`src/assert_macros.svh`:
```
// Assertion macros used by the RTL. Each expects clk and rst_n in scope.
`ifndef ASSERT_MACROS_SVH
`define ASSERT_MACROS_SVH

// Implication checked on the same clock edge.
`define ASSERT_SAME(label, ante, cons, msg) \
    label: assert property (@(posedge clk) disable iff (!rst_n) (ante) |-> (cons)) \
        else $error(msg);

// Implication checked on the next clock edge.
`define ASSERT_NEXT(label, ante, cons, msg) \
    label: assert property (@(posedge clk) disable iff (!rst_n) (ante) |=> (cons)) \
        else $error(msg);

`endif

```
`src/mptq_pkg.sv`:
```
// ----------------------------------------------------------------------------
// mptq_pkg
// Sizes, codes and types of the multilevel priority task queue.
// ----------------------------------------------------------------------------
`default_nettype none

package mptq_pkg;

    localparam int LEVELS   = 4;
    localparam int DEPTH    = 16;

    localparam int ID_W     = 8;
    localparam int LVL_W    = 3;
    localparam int SLICE_W  = 11;
    localparam int UNIT_W   = 8;
    localparam int OCC_W    = 7;

    localparam int PTR_W    = (DEPTH > 1) ? $clog2(DEPTH) : 1;
    localparam int CNT_W    = $clog2(DEPTH + 1);
    localparam int LIDX_W   = (LEVELS > 1) ? $clog2(LEVELS) : 1;
    localparam int ENTRIES  = LEVELS * DEPTH;
    localparam int ADDR_W   = (ENTRIES > 1) ? $clog2(ENTRIES) : 1;
    localparam int TOT_W    = $clog2(ENTRIES + 1);

    localparam logic [UNIT_W-1:0] UNIT_RESET = UNIT_W'(10);

    localparam int IN_DATA_W  = 24;
    localparam int OUT_DATA_W = 32;

    typedef enum logic [1:0] {
        STAT_OK        = 2'd0,
        STAT_EMPTY     = 2'd1,
        STAT_FULL      = 2'd2,
        STAT_BAD_LEVEL = 2'd3
    } status_t;

    typedef enum logic {
        OP_PUSH = 1'b0,
        OP_POP  = 1'b1
    } opcode_t;

    typedef struct packed {
        logic [SLICE_W-1:0] slice;
        logic [ID_W-1:0]    id;
    } entry_t;

endpackage

`default_nettype wire

```
`src/multilevel_priority_task_queue_unit.sv`:
```
// ----------------------------------------------------------------------------
// multilevel_priority_task_queue_unit
// Per-level FIFO rings in one entry memory; a pop takes the oldest task of
// the highest-priority non-empty level, a push appends to its level's ring.
// The result is registered and appears on the output register in the cycle after its input transaction.
// Throughput: one push or pop per cycle; input stalls only while a result
// waits on the output. Pointers, counts and a single memory port per
// direction are updated in the accept cycle.
// Reset: rings empty, pointers zero, slice_unit = 10; memory is not cleared.
// ----------------------------------------------------------------------------
`default_nettype none
`include "assert_macros.svh"

module multilevel_priority_task_queue_unit (
    input  wire logic                            clk,
    input  wire logic                            rst_n,
    // configuration: slice_unit
    input  wire logic                            cfg_valid,
    output logic                                 cfg_ready,
    input  wire logic [mptq_pkg::UNIT_W-1:0]     cfg_data,
    // input: tuser[0] opcode
    // tdata: [7:0] task_id, [10:8] level, [21:11] slice_in, [23:22] zero
    input  wire logic                            s_axis_tvalid,
    output logic                                 s_axis_tready,
    input  wire logic [mptq_pkg::IN_DATA_W-1:0]  s_axis_tdata,
    input  wire logic                            s_axis_tuser,
    // output: tuser[1:0] status
    // tdata: [7:0] task_out, [18:8] slice_out, [21:19] level_out,
    //        [28:22] occupancy, [31:29] zero
    output logic                                 m_axis_tvalid,
    input  wire logic                            m_axis_tready,
    output logic [mptq_pkg::OUT_DATA_W-1:0]      m_axis_tdata,
    output logic [1:0]                           m_axis_tuser
);
    import mptq_pkg::*;

    // configuration register
    logic [UNIT_W-1:0] unit_reg;

    // ring state
    logic [PTR_W-1:0]  head_reg  [LEVELS];
    logic [PTR_W-1:0]  tail_reg  [LEVELS];
    logic [CNT_W-1:0]  count_reg [LEVELS];
    logic [PTR_W-1:0]  head_next [LEVELS];
    logic [PTR_W-1:0]  tail_next [LEVELS];
    logic [CNT_W-1:0]  count_next[LEVELS];
    logic [TOT_W-1:0]  total_reg;
    logic [TOT_W-1:0]  total_next;

    // entry memory
    entry_t            mem [ENTRIES];
    entry_t            rd_data_reg;
    logic              wr_en;
    logic              rd_en;
    logic [ADDR_W-1:0] wr_addr;
    logic [ADDR_W-1:0] rd_addr;
    entry_t            wr_data;

    // output register
    logic              out_valid_reg;
    status_t           out_status_reg;
    logic              out_pop_ok_reg;
    logic [SLICE_W-1:0] out_slice_reg;
    logic [LVL_W-1:0]  out_level_reg;
    logic [OCC_W-1:0]  out_occ_reg;

    status_t           out_status_next;
    logic              out_pop_ok_next;
    logic [SLICE_W-1:0] out_slice_next;
    logic [LVL_W-1:0]  out_level_next;
    logic [OCC_W-1:0]  out_occ_next;

    // input decode
    logic              in_accept;
    opcode_t           in_op;
    logic [ID_W-1:0]   in_id;
    logic [LVL_W-1:0]  in_level;
    logic [SLICE_W-1:0] in_slice;
    logic              level_bad;
    logic [LIDX_W-1:0] push_q;
    logic [SLICE_W-1:0] push_slice;
    logic              push_full;
    logic              pop_hit;
    logic [LIDX_W-1:0] pop_q;
    logic [TOT_W+OCC_W-1:0] occ_ext;

    // assertion helpers
    logic [TOT_W-1:0]  count_sum;
    logic              count_over;

    assign cfg_ready     = 1'b1;
    assign in_accept     = s_axis_tvalid && s_axis_tready;
    assign s_axis_tready = !out_valid_reg || m_axis_tready;

    assign in_op    = opcode_t'(s_axis_tuser);
    assign in_id    = s_axis_tdata[7:0];
    assign in_level = s_axis_tdata[10:8];
    assign in_slice = s_axis_tdata[21:11];

    assign level_bad  = (in_level == LVL_W'(0)) || (in_level > LVL_W'(LEVELS));
    assign push_q     = LIDX_W'(in_level - LVL_W'(1));
    assign push_full  = (count_reg[push_q] >= CNT_W'(DEPTH));
    assign push_slice = (in_slice != '0) ? in_slice
                                         : SLICE_W'(SLICE_W'(in_level) * SLICE_W'(unit_reg));

    // highest priority non-empty level
    always_comb
    begin
        pop_hit = 1'b0;
        pop_q   = '0;
        for (int i = LEVELS - 1; i >= 0; i--)
        begin
            if (count_reg[i] != '0)
            begin
                pop_hit = 1'b1;
                pop_q   = LIDX_W'(i);
            end
        end
    end

    assign wr_addr = ADDR_W'(ADDR_W'(push_q) * ADDR_W'(DEPTH)) + ADDR_W'(tail_reg[push_q]);
    assign rd_addr = ADDR_W'(ADDR_W'(pop_q) * ADDR_W'(DEPTH)) + ADDR_W'(head_reg[pop_q]);
    assign wr_data = '{slice: push_slice, id: in_id};
    assign wr_en   = in_accept && (in_op == OP_PUSH) && !level_bad && !push_full;
    assign rd_en   = in_accept && (in_op == OP_POP) && pop_hit;

    // ring bookkeeping
    always_comb
    begin
        for (int i = 0; i < LEVELS; i++)
        begin
            head_next[i]  = head_reg[i];
            tail_next[i]  = tail_reg[i];
            count_next[i] = count_reg[i];
        end
        total_next = total_reg;
        if (wr_en)
        begin
            tail_next[push_q]  = (tail_reg[push_q] == PTR_W'(DEPTH - 1)) ? '0
                                 : tail_reg[push_q] + PTR_W'(1);
            count_next[push_q] = count_reg[push_q] + CNT_W'(1);
            total_next         = total_reg + TOT_W'(1);
        end
        else if (rd_en)
        begin
            head_next[pop_q]   = (head_reg[pop_q] == PTR_W'(DEPTH - 1)) ? '0
                                 : head_reg[pop_q] + PTR_W'(1);
            count_next[pop_q]  = count_reg[pop_q] - CNT_W'(1);
            total_next         = total_reg - TOT_W'(1);
        end
    end

    assign occ_ext      = (TOT_W + OCC_W)'(total_next);
    assign out_occ_next = occ_ext[OCC_W-1:0];

    // result fields other than the popped entry
    always_comb
    begin
        out_status_next = STAT_OK;
        out_pop_ok_next = 1'b0;
        out_slice_next  = '0;
        out_level_next  = '0;
        unique case (in_op)
            OP_PUSH:
            begin
                if (level_bad)
                begin
                    out_status_next = STAT_BAD_LEVEL;
                end
                else
                begin
                    out_status_next = push_full ? STAT_FULL : STAT_OK;
                    out_slice_next  = push_slice;
                    out_level_next  = in_level;
                end
            end
            OP_POP:
            begin
                if (pop_hit)
                begin
                    out_pop_ok_next = 1'b1;
                    out_level_next  = LVL_W'(pop_q) + LVL_W'(1);
                end
                else
                begin
                    out_status_next = STAT_EMPTY;
                end
            end
            default:
            begin
                out_status_next = STAT_OK;
            end
        endcase
    end

    always_ff @(posedge clk or negedge rst_n)
    begin
        if (!rst_n)
        begin
            unit_reg <= UNIT_RESET;
        end
        else if (cfg_valid && cfg_ready)
        begin
            unit_reg <= cfg_data;
        end
    end

    always_ff @(posedge clk or negedge rst_n)
    begin
        if (!rst_n)
        begin
            for (int i = 0; i < LEVELS; i++)
            begin
                head_reg[i]  <= '0;
                tail_reg[i]  <= '0;
                count_reg[i] <= '0;
            end
            total_reg <= '0;
        end
        else
        begin
            for (int i = 0; i < LEVELS; i++)
            begin
                head_reg[i]  <= head_next[i];
                tail_reg[i]  <= tail_next[i];
                count_reg[i] <= count_next[i];
            end
            total_reg <= total_next;
        end
    end

    // entry memory: one write port, one registered read port
    always_ff @(posedge clk)
    begin
        if (wr_en)
        begin
            mem[wr_addr] <= wr_data;
        end
    end

    always_ff @(posedge clk)
    begin
        if (rd_en)
        begin
            rd_data_reg <= mem[rd_addr];
        end
    end

    always_ff @(posedge clk or negedge rst_n)
    begin
        if (!rst_n)
        begin
            out_valid_reg <= 1'b0;
        end
        else if (in_accept)
        begin
            out_valid_reg <= 1'b1;
        end
        else if (m_axis_tready)
        begin
            out_valid_reg <= 1'b0;
        end
    end

    // hold result payload until the next input transaction
    always_ff @(posedge clk)
    begin
        if (in_accept)
        begin
            out_status_reg <= out_status_next;
            out_pop_ok_reg <= out_pop_ok_next;
            out_slice_reg  <= out_slice_next;
            out_level_reg  <= out_level_next;
            out_occ_reg    <= out_occ_next;
        end
    end

    assign m_axis_tvalid = out_valid_reg;
    assign m_axis_tuser  = out_status_reg;
    assign m_axis_tdata  = {3'b000,
                            out_occ_reg,
                            out_level_reg,
                            out_pop_ok_reg ? rd_data_reg.slice : out_slice_reg,
                            out_pop_ok_reg ? rd_data_reg.id    : ID_W'(0)};

    always_comb
    begin
        count_sum  = '0;
        count_over = 1'b0;
        for (int i = 0; i < LEVELS; i++)
        begin
            count_sum = count_sum + TOT_W'(count_reg[i]);
            if (count_reg[i] > CNT_W'(DEPTH))
            begin
                count_over = 1'b1;
            end
        end
    end

    `ASSERT_SAME(a_total_matches, 1'b1, total_reg == count_sum, "total count out of step")
    `ASSERT_SAME(a_no_overflow, 1'b1, !count_over, "level count above ring depth")
    `ASSERT_NEXT(a_pop_nonempty_ok,
                 in_accept && (in_op == OP_POP) && (total_reg != '0),
                 out_status_reg == STAT_OK && out_pop_ok_reg,
                 "pop on non-empty queue did not succeed")

endmodule

`default_nettype wire

```
`config.mk`:
```
export PLATFORM = sky130hd
export DESIGN_NAME = multilevel_priority_task_queue_unit
export DESIGN_NICKNAME = d
export VERILOG_FILES = /design/src/mptq_pkg.sv /design/src/multilevel_priority_task_queue_unit.sv
export VERILOG_INCLUDE_DIRS = /design/src /design/src/src
export SDC_FILE = /design/constraint.sdc
export NUM_CORES = 2
export LEC_CHECK = 0
export ABC_AREA = 1
export BUFFER_PORTS_ARGS = -buffer_cell sky130_fd_sc_hd__buf_2
export CORE_UTILIZATION = 50
export DETAILED_ROUTE_END_ITERATION = 10
export PLACE_DENSITY = 0.66
export SLEW_MARGIN = 20
export SYNTH_ARGS = -nofsm -noshare
export SYNTH_HDL_FRONTEND = slang
export SYNTH_SLANG_ARGS = --single-unit
export TNS_END_PERCENT = 5
```
`constraint.sdc`:
```
create_clock -name clk -period 7.3 [get_ports clk]
set_input_delay 1.46 -clock clk [delete_from_list [all_inputs] [get_ports clk]]
set_output_delay 1.46 -clock clk [all_outputs]
set_load 0.05 [all_outputs]
```
# Word level (Yosys, flattened, before mapping)
# Memory sizes are Yosys's and may differ from the RTL's. A register that Yosys moved wholly into a read port is not among the register bits.
# Index checks and enable logic that the tools add are counted.
[totals]
memories = 1
ff_bits = 92
word_cells = 120
ram_bits = 1216
output_inout_bits = 37
[mem_list]
columns = ["memory", "depth", "word_bits", "rd", "rd_clocked_by_memory_dff", "write_ports", "line", "rtl"]
rows = [
  ["mem", 64, 19, 1, 1, 1, "multilevel_priority_task_queue_unit.sv:51", "entry_t mem [ENTRIES];"],
]
[op_classes]
multipliers = 1
muxes = 53
n_eq_ne = 2
n_bitwise = 4
n_reduce_logical = 23
magnitude_cmp = 6
add_sub_neg = 10
[ops]
columns = ["cell", "count"]
rows = [
  ["20-bit bitwise mux", 2],
  ["20-bit 2-to-1 mux", 2],
  ["16-bit bitwise mux", 2],
  ["4-bit 2-to-1 mux", 8],
  ["5-bit 2-to-1 mux", 6],
  ["11-bit 2-to-1 mux", 2],
  ["5-bit binary-select mux with 2-bit select", 2],
  ["5-bit demux with 2-bit select", 2],
  ["5-bit nonzero test", 4],
  ["4-bit binary-select mux with 2-bit select", 2],
  ["4-bit demux with 2-bit select", 2],
  ["7-bit 2-to-1 mux", 2],
  ["6-bit by 4-bit adder with 6-bit output", 2],
  ["2-bit 2-to-1 mux", 6],
  ["3-bit by 8-bit multiplier with 11-bit output", 1],
  ["11-bit nonzero test", 1],
  ["1-bit 2-to-1 mux", 10],
  ["4-bit by 1-bit adder with 4-bit output, second input constant", 2],
  ["4-bit equality test, second input constant", 2],
  ["1-bit logical AND", 8],
  ["8-bit 2-to-1 mux", 1],
  ["7-bit by 1-bit adder with 7-bit output, second input constant", 1],
  ["7-bit by 1-bit subtractor with 7-bit output, second input constant", 1],
  ["3-bit >= comparator, second input constant", 2],
  ["other kinds (18)", 26],
]

# Depth between registers and ports, before layout
[logic_depth]
ltp_word = 13
mapped_depth = 22

# Worst setup path after synthesis
# Ideal clock, no wire load.
[synth_timing]
path_type = "input port to flip-flop"
start = "in s_axis_tdata[8] (netlist name)"
end = "mem mem[0][18] (netlist name), data pin"
n_path_buf = 3
t_required_ns = 6.786
setup_slack_ns = 1.917
setup_ns = 0.514
arrival_time_ns = 4.869
cell_stages = 17
cell_sequence = "buf_2 > clkbuf_1 > buf_1 > nand2_1 > fa_1 > inv_1 > ha_1 > fa_1 > inv_1 > o31ai_1 > and2_1 > o21ai_0 > nand2_1 > nand2_1 > a21oi_1 > o21ai_0 > nand2_1"
[synth_via]
elab_chain_cells = 2
[synth_rtl]
columns = ["element", "line", "rtl"]
rows = [
  ["start: declaration", "multilevel_priority_task_queue_unit.sv:25", "input wire logic [mptq_pkg::IN_DATA_W-1:0] s_axis_tdata,"],
  ["3-bit by 8-bit multiplier with 11-bit output", "multilevel_priority_task_queue_unit.sv:104", ": SLICE_W'(SLICE_W'(in_level) * SLICE_W'(unit_reg));"],
  ["11-bit 2-to-1 mux", "multilevel_priority_task_queue_unit.sv:103", "assign push_slice = (in_slice != '0) ? in_slice"],
  ["net push_slice[10]", "multilevel_priority_task_queue_unit.sv:81", "logic [SLICE_W-1:0] push_slice;"],
  ["end: declaration", "multilevel_priority_task_queue_unit.sv:51", ""],
]
# The timed path passes the listed nets, and every way through them passes these cells.

# Worst setup path after layout
[layout_timing]
start = "reg count_reg[4] (netlist name)"
end = "reg rd_data_reg[17] (netlist name)"
[layout_via]
elab_chain_cells = 10
[layout_rtl]
columns = ["element", "line", "rtl"]
rows = [
  ["start: declaration", "multilevel_priority_task_queue_unit.sv:43", "logic [CNT_W-1:0] count_reg [LEVELS];"],
  ["start signal: indexed assignment", "multilevel_priority_task_queue_unit.sv:226", "count_reg[i] <= count_next[i];"],
  ["5-bit nonzero test (*)", "multilevel_priority_task_queue_unit.sv:113", "if (count_reg[i] != '0)"],
  ["2-bit 2-to-1 mux (4 in series)", "multilevel_priority_task_queue_unit.sv:113", ""],
  ["2-bit inverter with 3-bit output (not written as such)", "multilevel_priority_task_queue_unit.sv:122", "assign rd_addr = ADDR_W'(ADDR_W'(pop_q) * ADDR_W'(DEPTH)) + ADDR_W'(head_reg[pop_q]);"],
  ["4-bit binary-select mux with 2-bit select", "multilevel_priority_task_queue_unit.sv:122", ""],
  ["4-bit 2-to-1 mux (not written as such) (2 in series)", "multilevel_priority_task_queue_unit.sv:122", ""],
  ["6-bit by 4-bit adder with 6-bit output", "multilevel_priority_task_queue_unit.sv:122", ""],
]
# Every way passes the cells marked *; elsewhere a longest branch is shown, timed or not. The select of a mux whose other input is x is not followed.
# A chain may end at the register's enable or synchronous reset.

==> qor.json <==
{
  "status": {
    "status": "finished, final reports clean"
  },
  "die": {
    "pin_count": 75,
    "core-area_um2": 109500,
    "initial_core_util_pct": 50.74,
    "num_rows": 121,
    "fp.dieH_um": 335.3,
    "die-area_um2": 112400,
    "die_w_um": 335.3
  },
  "timing": {
    "setup-violations-final": 0,
    "totalNegativeSetupSlack_ns": 0,
    "max_freq_mhz": 201.4,
    "rsz0062_at_grt": "no",
    "timing.final.ws_setup_ns": 2.336,
    "hold_viol": 0,
    "worst_slew_margin_rel_pct": 26.36,
    "final.min_clock_period_ns": 4.964,
    "worst_hold_slack_ns": 0.4858,
    "finalCritPeriodShare_pct": 68.01,
    "worst-slew-pin-transition_ns": 1.102,
    "finClkSkew_ns": 0.03220,
    "timing_max_transition_violations_final": 0
  },
  "clock_network": {
    "cts_resized": 0,
    "clk_path_buf_depth": 3,
    "cts_root_buffer": "sky130_fd_sc_hd__clkbuf_16",
    "cts_tree": "yes",
    "clk_lat_worst_skew_ns": 0.75,
    "clkSlewWorstSetupHoldPaths_ns": 0.07,
    "numCtsBuffers": 137,
    "cts_hold_buf": 0,
    "post-cts-setup-buffer-count": 0,
    "cts_num_sinks": 1327,
    "h_tree_levels": 4
  },
  "yosys": {
    "synth_mux_area_share_pct": 0.3853,
    "synth_sequential_area_ratio_pct": 71.14,
    "synth_seq_cells": 1327,
    "combinational_family_with_the_most_area_after_synthesis": "simple AND/OR/NAND/NOR gates",
    "synth_compound_gate_area_share_pct": 3.517,
    "synth-adder-area-share_pct": 0.8156,
    "synthFlopType": "sky130_fd_sc_hd__edfxtp_1",
    "xor_xnor_fraction_of_synth_area_pct": 0.1892,
    "synth_simple_gate_area_share_pct": 20.57,
    "number_of_flops_mapped_to_enable_cells_by_yosys": 1259,
    "avgSynthCellArea_um2": 11.34,
    "syn_area_um2": 55540,
    "yosysWarningCount": 0,
    "synth_async_sr_flop_share_pct": 5.124,
    "yosysUniqueCellTypes": 45,
    "gate_count_after_technology_mapping": 4896
  },
  "global_route": {
    "antenna_found_initial": 2,
    "grt_use_total_pct": 26.97,
    "grt_max_degree": 118,
    "grt-ovfl-total": 0,
    "first_pass_grt_wire_length_mm": 224.0,
    "first_global_vias": 35353
  },
  "pwr": {
    "power-per-cell-area_nw_per_um2": 418.6,
    "largest_vdd_supply_drop_mv": 0.4961,
    "leakage_nw": 23.35
  },
  "cells_and_area": {
    "final_cell_area_um2": 62170,
    "max_reg_flops": 1216,
    "post_route_cells_drive_above_1_share_pct": 10.16,
    "fillerInstances": 8812,
    "design.final.nets": 5043,
    "final_core_util_pct": 56.80,
    "area_growth_syn_to_layout_pct": 11.95
  },
  "drt": {
    "route.detailed.vias_per_inst": 5.740,
    "postRouteWirelength_mm": 151.8,
    "route.detailed.drc": 0,
    "drtPass1Iterations": 6,
    "num_vias": 37631,
    "post_detailed_route_count_of_antenna_violating_nets": 0,
    "drt-wirelength-per-cell_um": 23.15,
    "dr.first_iter.drc_count": 4386
  },
  "worst_hold_path": {
    "worstHoldPathType": "reg2reg"
  },
  "placed_design": {
    "detailedPlacementHpwl_mm": 84.81,
    "gp_congestion": 0.8695,
    "post_place_cell_area_um2": 57800,
    "placement.io_buffers": 68,
    "pre_cts_ws_ns": 1.711
  },
  "run": {
    "cap_violations": 0
  },
  "critical_path": {
    "kind_of_critical_path": "reg2reg",
    "crit_path_start_kind": "flop",
    "timing.critical_path.arrival_ns": 5.43,
    "worstSetupEndpointType": "flop",
    "timing.critical_path.fanout_max": 68,
    "critical_path_required_ns": 7.76
  }
}
cells in the final DEF (no fill, tap or decap), drive strengths merged, types with 3 or more instances in the layout:
cell and instances:
o21ai 61, a21o 57, o211ai 11, clkinv 50, nand3 699, bufinv 10, clkbuf 177, inv 115
a32oi 4, o221ai 14, conb 4, nand2 1873, fa 7, a21oi 186, buf 213, dfrtp 66
xor2 10, nand4 3, ha 25, nor2 195, clkinvlp 3, edfxtp 1259, mux2 19
final timing paths:
check	slack, ns	from	cells past startpoint	endpoint
hold / removal	0.49	total_reg[6]$_DFF_PN0_	1	total_reg[6]$_DFF_PN0_
hold reg to reg	0.49	total_reg[6]$_DFF_PN0_	1	total_reg[6]$_DFF_PN0_
setup / recovery	2.34	count_reg[4]$_DFFE_PN0P_	16	rd_data_reg[17]$_DFFE_PP_
setup reg to reg	2.34	count_reg[4]$_DFFE_PN0P_	16	rd_data_reg[17]$_DFFE_PP_
min in group asynchronous	0.98	rst_n	2	m_axis_tvalid$_DFFE_PN0P_
max in group asynchronous	5.67	rst_n	2	head_reg[15]$_DFFE_PN0P_
kinds of logic after synthesis:
| kind of cell | after synthesis |
|---|---|
| simple gates | 2777 |
| flops | 1327 |
| compound gates | 339 |
| fa+ha+maj | 32 |
| xor+xnor | 12 |
| mux | 19 |
| buf+inv | 388 |
| other cells | 2 |
synthesized netlist by cell type (19+ instances only):
master                        n  area [um^2]
sky130_fd_sc_hd__o21ai_0     57        285.3
sky130_fd_sc_hd__nand2_1   1865         7000
sky130_fd_sc_hd__a21o_1      57        427.9
sky130_fd_sc_hd__ha_1        25        312.8
sky130_fd_sc_hd__buf_2      145        725.7
sky130_fd_sc_hd__buf_4       47        352.8
sky130_fd_sc_hd__a21oi_1    186        930.9
sky130_fd_sc_hd__nand3_1    696         3483
sky130_fd_sc_hd__inv_1       99        371.6
sky130_fd_sc_hd__clkbuf_1    56        210.2
sky130_fd_sc_hd__mux2_2      19        214.0
sky130_fd_sc_hd__buf_1       22        82.58
sky130_fd_sc_hd__edfxtp_1  1259        37810
sky130_fd_sc_hd__nor2_1     190        713.2
sky130_fd_sc_hd__dfrtp_1     66         1652
report_power, final:
| group | internal [mW] | total, mW | switching [mW] | leakage [nW] |
|---|---|---|---|---|
| combinational | 2.66 | 10.4 | 7.79 | 9.04 |
| clock | 3.98 | 6.85 | 2.88 | 2.12 |
| sequential | 8.60 | 8.73 | 0.126 | 12.2 |
| total | 15.2 | 26.0 | 10.8 | 23.4 |
worst max-delay path, cell delays in order (launching register included):
cell and delay [ns]:
sky130_fd_sc_hd__dfrtp_1 0.43, sky130_fd_sc_hd__nor2_1 0.17, sky130_fd_sc_hd__nand3_1 0.14, sky130_fd_sc_hd__nor2_1 0.22, sky130_fd_sc_hd__nor2_4 0.12, sky130_fd_sc_hd__inv_2 0.55, sky130_fd_sc_hd__nand3_1 0.24, sky130_fd_sc_hd__nand2_4 0.59
sky130_fd_sc_hd__inv_1 0.26, sky130_fd_sc_hd__nand2_8 0.49, sky130_fd_sc_hd__buf_4 0.50, sky130_fd_sc_hd__a21o_1 0.14, sky130_fd_sc_hd__nand3_1 0.16, sky130_fd_sc_hd__nand3_1 0.13, sky130_fd_sc_hd__nand2_1 0.18, sky130_fd_sc_hd__nand2_1 0.12
sky130_fd_sc_hd__nand2_1 0.13
layout make-up:
class	count	area [um^2]	share of cell area (%)
sequential	1327	39510	63.55
multi-input combinational	3183	14400	23.17
clock buffer	177	3749	6.030
tap	1476	1847	2.970
timing repair buffer	213	1629	2.620
clock inverter	67	603.1	0.9700
inverter	111	424.2	0.6822
antenna	2	5.005	0.008050
through the flow:
step	power (mW)	cells
floorplan	15.61	4898
global placement	19.03	6310
detailed placement	19.19	6310
CTS	25.97	6554
global route	27.24	6554
finish	26.03	6556
layer usage:
layer,part of all wire [%],GRT usage [%],vias up
li1,-,-,17057
met1,41,38.50,18396
met2,46,41.84,1908
met3,9.8,4.574,270
met4,3.3,9.560,0
met5,0,0,-
(Power assumes the default switching activity.)
